File: src/hw/rtl/tsyn_pkg.sv
// ----------------------------------------------------------------------------
// tsyn_pkg
// Shared types and constants for the TCP SYN header builder: register
// indexes, fixed header fields and the header word count.
// ----------------------------------------------------------------------------
package tsyn_pkg;

    typedef logic [31:0] t_word;
    typedef logic [15:0] t_half;

    localparam int HDR_WORDS = 10;
    localparam int POS_W     = 4;

    localparam logic [7:0] CFG_WINDOW_SIZE   = 8'd0;
    localparam logic [7:0] CFG_TIME_TO_LIVE  = 8'd1;
    localparam logic [7:0] CFG_DONT_FRAGMENT = 8'd2;
    localparam logic [7:0] CFG_PRIV_CHECK_EN = 8'd3;

    localparam logic [15:0] RST_WINDOW_SIZE = 16'd8192;
    localparam logic [7:0]  RST_TTL         = 8'd2;

    localparam t_word IP_WORD0     = 32'h4500_0028;
    localparam t_half IP_VER_LEN   = 16'h4500;
    localparam t_half IP_TOT_LEN   = 16'h0028;
    localparam t_half IP_DF_FLAG   = 16'h4000;
    localparam logic [7:0] IP_PROTO_TCP = 8'h06;
    localparam t_half TCP_SEG_LEN  = 16'h0014;
    localparam t_half TCP_OFF_FLAG = 16'h5002;

    localparam logic [7:0] OCT_LOOPBACK = 8'd127;
    localparam logic [7:0] OCT_TEN      = 8'd10;
    localparam logic [7:0] OCT_172      = 8'd172;
    localparam logic [7:0] OCT_192      = 8'd192;
    localparam logic [7:0] OCT_168      = 8'd168;
    localparam logic [7:0] OCT_16       = 8'd16;
    localparam logic [7:0] OCT_31       = 8'd31;

    localparam logic [3:0] POS_LAST = 4'd9;

endpackage

File: src/hw/rtl/tcp_syn_header_builder_unit.sv
// ----------------------------------------------------------------------------
// tcp_syn_header_builder_unit
// Builds a 40-byte IPv4 plus TCP SYN header with both checksums from one
// connection request and streams it out as ten 32-bit words.
//
//   channel  direction  handshake               payload
//   in       input      i_in_valid / o_in_stall  addresses, ports, seq, ack
//   out      output     o_out_valid / i_out_stall header word, position, flags
//   cfg      input      i_cfg_we                 index, data
//
// three checksum stages (partial sums, fold, finish) feed a ten-word shift
// line; the first word becomes valid once a request has passed through the
// stages into the shift line
// the shift line sends one word per cycle unless stalled, ten words per
// request (one word if rejected); the next request waits in the stages
// reset is synchronous, clears all valid bits and loads the config defaults
// a stalled output word holds; requests back up through the stages
// ----------------------------------------------------------------------------
module tcp_syn_header_builder_unit (
    input  logic        i_clk,
    input  logic        i_rst_n,
    input  logic        i_in_valid,
    output logic        o_in_stall,
    input  logic [31:0] i_source_address,
    input  logic [31:0] i_dest_address,
    input  logic [15:0] i_source_port_number,
    input  logic [15:0] i_dest_port_number,
    input  logic [31:0] i_sequence_number,
    input  logic [31:0] i_ack_number,
    output logic        o_out_valid,
    input  logic        i_out_stall,
    output logic [31:0] o_header_word,
    output logic [3:0]  o_word_position,
    output logic        o_last_word,
    output logic        o_rejected,
    input  logic        i_cfg_we,
    input  logic [7:0]  i_cfg_index,
    input  logic [15:0] i_cfg_data
);

    // config registers
    logic [15:0] r_window_size;
    logic [7:0]  r_ttl;
    logic        r_df;
    logic        r_priv_en;

    always_ff @(posedge i_clk) begin
        if (!i_rst_n) begin
            r_window_size <= tsyn_pkg::RST_WINDOW_SIZE;
            r_ttl         <= tsyn_pkg::RST_TTL;
            r_df          <= 1'b0;
            r_priv_en     <= 1'b1;
        end else if (i_cfg_we) begin
            case (i_cfg_index)
                tsyn_pkg::CFG_WINDOW_SIZE:   r_window_size <= i_cfg_data;
                tsyn_pkg::CFG_TIME_TO_LIVE:  r_ttl         <= i_cfg_data[7:0];
                tsyn_pkg::CFG_DONT_FRAGMENT: r_df          <= i_cfg_data[0];
                tsyn_pkg::CFG_PRIV_CHECK_EN: r_priv_en     <= i_cfg_data[0];
                default: ;
            endcase
        end
    end

    // stage enables
    logic en1, en2, en3, load;
    logic r1_valid, r2_valid, r3_valid;

    logic        r_busy;
    logic        r_rej;
    logic [3:0]  r_pos;
    tsyn_pkg::t_word r_shift [tsyn_pkg::HDR_WORDS];

    logic out_take;
    assign out_take = r_busy && !i_out_stall;
    assign load     = !r_busy || (out_take && o_last_word);
    assign en3      = !r3_valid || load;
    assign en2      = !r2_valid || en3;
    assign en1      = !r1_valid || en2;
    assign o_in_stall = !en1;

    // stage 1: partial sums and private check
    logic [7:0] oct0, oct1;
    logic       is_private;
    logic [17:0] n1_addr_sum;
    logic [18:0] n1_tcp_sum;

    assign oct0 = i_dest_address[31:24];
    assign oct1 = i_dest_address[23:16];
    assign is_private = (oct0 == tsyn_pkg::OCT_LOOPBACK) || (oct0 == tsyn_pkg::OCT_TEN) ||
                        ((oct0 == tsyn_pkg::OCT_172) && (oct1 >= tsyn_pkg::OCT_16) &&
                         (oct1 <= tsyn_pkg::OCT_31)) ||
                        ((oct0 == tsyn_pkg::OCT_192) && (oct1 == tsyn_pkg::OCT_168));

    assign n1_addr_sum = 18'(i_source_address[31:16]) + 18'(i_source_address[15:0])
                       + 18'(i_dest_address[31:16]) + 18'(i_dest_address[15:0]);
    assign n1_tcp_sum  = 19'(i_source_port_number) + 19'(i_dest_port_number)
                       + 19'(i_sequence_number[31:16]) + 19'(i_sequence_number[15:0])
                       + 19'(i_ack_number[31:16]) + 19'(i_ack_number[15:0]);

    logic        r1_rej;
    logic [31:0] r1_src, r1_dst, r1_seq, r1_ack;
    logic [15:0] r1_sport, r1_dport;
    logic [17:0] r1_addr_sum;
    logic [18:0] r1_tcp_sum;

    always_ff @(posedge i_clk) begin
        if (!i_rst_n) begin
            r1_valid <= 1'b0;
        end else if (en1) begin
            r1_valid <= i_in_valid;
        end
    end

    always_ff @(posedge i_clk) begin
        if (en1) begin
            r1_rej      <= r_priv_en && !is_private;
            r1_src      <= i_source_address;
            r1_dst      <= i_dest_address;
            r1_sport    <= i_source_port_number;
            r1_dport    <= i_dest_port_number;
            r1_seq      <= i_sequence_number;
            r1_ack      <= i_ack_number;
            r1_addr_sum <= n1_addr_sum;
            r1_tcp_sum  <= n1_tcp_sum;
        end
    end

    // stage 2: add fixed fields, first fold
    logic [19:0] ip_raw, tcp_raw;
    logic [16:0] n2_ip_fold, n2_tcp_fold;

    assign ip_raw  = 20'(r1_addr_sum) + 20'(tsyn_pkg::IP_VER_LEN) + 20'(tsyn_pkg::IP_TOT_LEN)
                   + (r_df ? 20'(tsyn_pkg::IP_DF_FLAG) : 20'd0)
                   + 20'({r_ttl, tsyn_pkg::IP_PROTO_TCP});
    assign tcp_raw = 20'(r1_addr_sum) + 20'(r1_tcp_sum) + 20'(tsyn_pkg::IP_PROTO_TCP)
                   + 20'(tsyn_pkg::TCP_SEG_LEN) + 20'(tsyn_pkg::TCP_OFF_FLAG)
                   + 20'(r_window_size);
    assign n2_ip_fold  = 17'(ip_raw[15:0]) + 17'(ip_raw[19:16]);
    assign n2_tcp_fold = 17'(tcp_raw[15:0]) + 17'(tcp_raw[19:16]);

    logic        r2_rej;
    logic [31:0] r2_src, r2_dst, r2_seq, r2_ack;
    logic [15:0] r2_sport, r2_dport;
    logic [16:0] r2_ip_fold, r2_tcp_fold;

    always_ff @(posedge i_clk) begin
        if (!i_rst_n) begin
            r2_valid <= 1'b0;
        end else if (en2) begin
            r2_valid <= r1_valid;
        end
    end

    always_ff @(posedge i_clk) begin
        if (en2) begin
            r2_rej      <= r1_rej;
            r2_src      <= r1_src;
            r2_dst      <= r1_dst;
            r2_sport    <= r1_sport;
            r2_dport    <= r1_dport;
            r2_seq      <= r1_seq;
            r2_ack      <= r1_ack;
            r2_ip_fold  <= n2_ip_fold;
            r2_tcp_fold <= n2_tcp_fold;
        end
    end

    // stage 3: final fold and complement
    logic [15:0] n3_ip_ck, n3_tcp_ck;
    assign n3_ip_ck  = ~(r2_ip_fold[15:0] + 16'(r2_ip_fold[16]));
    assign n3_tcp_ck = ~(r2_tcp_fold[15:0] + 16'(r2_tcp_fold[16]));

    logic        r3_rej;
    logic [31:0] r3_src, r3_dst, r3_seq, r3_ack;
    logic [15:0] r3_sport, r3_dport;
    logic [15:0] r3_ip_ck, r3_tcp_ck;

    always_ff @(posedge i_clk) begin
        if (!i_rst_n) begin
            r3_valid <= 1'b0;
        end else if (en3) begin
            r3_valid <= r2_valid;
        end
    end

    always_ff @(posedge i_clk) begin
        if (en3) begin
            r3_rej    <= r2_rej;
            r3_src    <= r2_src;
            r3_dst    <= r2_dst;
            r3_sport  <= r2_sport;
            r3_dport  <= r2_dport;
            r3_seq    <= r2_seq;
            r3_ack    <= r2_ack;
            r3_ip_ck  <= n3_ip_ck;
            r3_tcp_ck <= n3_tcp_ck;
        end
    end

    // output shift line
    tsyn_pkg::t_word n_words [tsyn_pkg::HDR_WORDS];

    always_comb begin
        n_words[0] = r3_rej ? 32'd0 : tsyn_pkg::IP_WORD0;
        n_words[1] = r_df ? {16'd0, tsyn_pkg::IP_DF_FLAG} : 32'd0;
        n_words[2] = {r_ttl, tsyn_pkg::IP_PROTO_TCP, r3_ip_ck};
        n_words[3] = r3_src;
        n_words[4] = r3_dst;
        n_words[5] = {r3_sport, r3_dport};
        n_words[6] = r3_seq;
        n_words[7] = r3_ack;
        n_words[8] = {tsyn_pkg::TCP_OFF_FLAG, r_window_size};
        n_words[9] = {r3_tcp_ck, 16'd0};
    end

    always_ff @(posedge i_clk) begin
        if (!i_rst_n) begin
            r_busy <= 1'b0;
            r_pos  <= '0;
            r_rej  <= 1'b0;
        end else if (load) begin
            r_busy <= r3_valid;
            r_pos  <= '0;
            r_rej  <= r3_rej;
        end else if (out_take) begin
            r_pos  <= r_pos + 4'd1;
        end
    end

    always_ff @(posedge i_clk) begin
        if (load) begin
            for (int k = 0; k < tsyn_pkg::HDR_WORDS; k++) begin
                r_shift[k] <= n_words[k];
            end
        end else if (out_take) begin
            for (int k = 0; k < tsyn_pkg::HDR_WORDS - 1; k++) begin
                r_shift[k] <= r_shift[k + 1];
            end
        end
    end

    assign o_out_valid     = r_busy;
    assign o_header_word   = r_shift[0];
    assign o_word_position = r_pos;
    assign o_last_word     = r_rej || (r_pos == tsyn_pkg::POS_LAST);
    assign o_rejected      = r_rej;

endmodule

File: config.mk
export PLATFORM = sky130hd
export DESIGN_NAME = tcp_syn_header_builder_unit
export DESIGN_NICKNAME = d
export VERILOG_FILES = /design/src/hw/rtl/tsyn_pkg.sv /design/src/hw/rtl/tcp_syn_header_builder_unit.sv
export SDC_FILE = /design/constraint.sdc
export NUM_CORES = 1
export LEC_CHECK = 0
export ABC_CLOCK_PERIOD_IN_PS = 8300
export CORE_MARGIN = 2
export CORE_UTILIZATION = 63
export DETAILED_ROUTE_END_ITERATION = 16
export DONT_BUFFER_PORTS = 1
export PLACE_DENSITY = 0.79
export SYNTH_ARGS = -nofsm -noshare
export SYNTH_HDL_FRONTEND = slang
export SYNTH_SLANG_ARGS = --single-unit
export TNS_END_PERCENT = 1
File: constraint.sdc
create_clock -name i_clk -period 8.3 [get_ports i_clk]
set_clock_uncertainty 0.2 [all_clocks]
set_input_delay 0.415 -clock i_clk [delete_from_list [all_inputs] [get_ports i_clk]]
set_output_delay 0.415 -clock i_clk [all_outputs]
set_load 0.005 [all_outputs]
==> reports/metrics.cfg <==
[critical_path]
slowest_stage=fa_1
cp_top_family=adder cells
reg2reg_setup_slack_ns=2.83
cp_num_buf_inv=2
crit_type=flop to flop
cp_max_fo=5
end_kind=flop
start_kind=flop
cp.arrival_ns=5.65
crit_chain=inv_1, ha_1, fa_1, inv_1, ha_1, fa_1, a211o_1, a21oi_2, o21bai_2, o21bai_2, o21ai_1, a21o_1, a21oi_1, xnor2_1, ha_1, a21oi_1, nand2b_1, a21oi_1, nand2_1, or2_4, nor3_2, xnor2_1
critPathRequiredTime_ns=8.48
slowest_delay_ns=0.53

[synth]
synthCells=2163
synthMuxAreaShare_pct=6.02
synth-compound-area-share_pct=2.94
ys_seq_area_share_pct=71.5
async_flop_share_pct=0
synth-xor-area-share_pct=2.37
synthDistinctLibCells=80
syn-num-nets=2583
synthSimpleGateAreaFrac_pct=4.99
synthAdderAreaFrac_pct=9.83
synth-edff-count=890
synth.cell_area_mm2=0.0383
yosysWarnings=0
syn_area_per_cell_um2=17.7
synth.ff_latch_count=925
synth_top_family_by_area=adder cells
synth_flop_cell=edfxtp_1

[pwr]
combPwrFrac_pct=31.4
power.internal_w=0.0104
clockPowerShare_pct=27.8
sw_frac_of_total_pct=31.5
finalPower_w=0.0152
p_switching_w=0.00479
irDropWorstVdd_uv=277
p_seq_share_pct=40.8
power_density_mw_per_mm2=345
power.leakage_nw=16.9

[die]
die_w_um=251
fp.dieArea_mm2=0.0629
core_mm2=0.0602
die_h_um=251
rows=90
io_pins=229
initial_core_util_pct=63.7

[cells_and_area]
largest_register_ffs=304
syn2layout_area_growth_pct=14.8
fin_nets=2795
layout_common_cells=edfxtp_1, dlygate4sd3_1, mux2_2, fa_1, ha_1
layout-drive-gt1-share_pct=15.2
top_register=r_shift
final_common_cell=edfxtp_1

[route]
vias=19000
drcViolationCount=0
firstDrtPassIters=5
antenna_left=0
routedWlPerCell_um=25.5
viasPerCell=5.87
drt-initial-drc-count=1671
wl_mm=82.7

[worst_hold_path]
hold_class=input pin to flop

[sta]
clock.fmax_ghz=0.183
rsz0062_at_grt=no
setup_violations=0
max_slew_margin_pct=25.9
tns_ns=0
finalMaxSlewViolations=0
fin_crit_ns=5.47
hold_violations=0
fin_crit_sh_pct=65.9
setup_ws_ns=2.83
max_slew.worst_pin.slew_ns=1.11

[cts]
cts_buffers=92
clk_latency_ns=0.65
numClockSinks=925
path_clk_slew_ns=0.06
cts-root-buf=clkbuf_16
cts.path.max_buffers=3
postCtsSetupBuffers=0
cts_tree=yes
htreeDepth=3

[global_route]
grt_pass1_wl_mm=124
grt_max_degree=156
grt_overflow=0
grt_pass1_vias=20100
antenna_found_initial=4
track_usage_pct=27.0

[place]
dp_slack_ns=2.87
hpwl_mm=51.4
portBuffers=0
gp_congestion=0.872

[run_status]
status=finished clean

[job]
drv_cap=0

-- what timing repair did --
action / in CTS / in global routing
endpoints found under the hold margin: 198 / 0
hold buffers: 186 / 0
resized for setup: 0 / 0
-- metrics by stage --
stage | instances | hold WS (ns) | area (um2) | utilization, %
floorplan | 2163 | 0.200 | 38300 | -
global placement | 2877 | 0.200 | 39000 | 64.8
detailed placement | 2877 | 0.205 | 39000 | 64.8
CTS | 3235 | 0.0187 | 44000 | 73.0
global route | 3236 | 0.0341 | 44000 | 73.1
finish | 3237 | 0.0555 | 44000 | 73.1
-- power groups by stage --
stage / registers (W) / logic, W / clock network (W)
after floorplan: 0.00618 / 0.00340 / 0
after global placement: 0.00625 / 0.00448 / 0
after detailed placement: 0.00628 / 0.00457 / 0
after CTS: 0.00619 / 0.00472 / 0.00426
after global routing: 0.00625 / 0.00528 / 0.00446
final: 0.00620 / 0.00476 / 0.00423
-- cell usage after synthesis (3+ instances only) --
cell	number	area (um2)
o21ai_0	34	170
nor2_1	52	195
xnor2_1	54	473
a211oi_2	3	37.5
o21ai_1	8	40.0
dfxtp_1	35	701
nor3_1	8	40.0
and4_1	4	35.0
edfxtp_1	890	26700
a21oi_2	4	35.0
a21o_1	18	135
fa_1	117	2340
o21a_1	16	120
nand4_1	6	37.5
ha_1	114	1430
nand3b_1	4	30.0
buf_4	32	240
xor2_1	46	403
mux2_2	182	2050
nand2_1	54	203
nor3_2	3	30.0
a31oi_1	5	31.3
mux2i_1	26	260
o21bai_1	5	37.5
nand2b_1	14	87.6
a21oi_1	31	155
clkbuf_1	22	82.6
o31a_1	4	35.0
nor3b_1	4	30.0
and3_1	92	576
nand3_1	22	110
and2_1	7	43.8
o211ai_1	3	22.5
a211oi_1	6	45.0
nor2b_1	43	269
or3_1	3	18.8
or2_2	4	25.0
buf_2	24	120
inv_1	112	420
-- cells by family after synthesis --
| group | after synthesis |
|---|---|
| adder cells (fa/ha/maj) | 231 |
| flip-flops | 925 |
| AND/OR/NAND/NOR | 338 |
| XOR/XNOR | 102 |
| buffers and inverters | 192 |
| multiplexers | 208 |
| AO/OA/AOI/OAI | 167 |
-- layout make-up --
cell class                 instances  area, um2
sequential                       925      27400
fill                            3410      16200
multi-input combinational       1046      10100
clock buffer                     118       2470
timing repair buffer             198       2000
tap                              782        978
clock inverter                    54        626
inverter                         112        425
antenna                            2       5.00
-- layer usage --
metal / part of all wire, % / global-route usage, %
met5: 0.015 / 0
met3: 6.5 / 5.75
met1: 39 / 34.9
met4: 3.5 / 9.44
met2: 51 / 45.9
-- worst paths after layout --
kind,startpoint,end,cells after the start
max,r1_addr_sum[2],r2_tcp_fold[15],22
min,i_dest_address[25],r1_rej,2
max reg2reg,r1_addr_sum[2],r2_tcp_fold[15],22
min reg2reg,r1_src[23],r2_src[23],0
(Power assumes the default switching activity.)
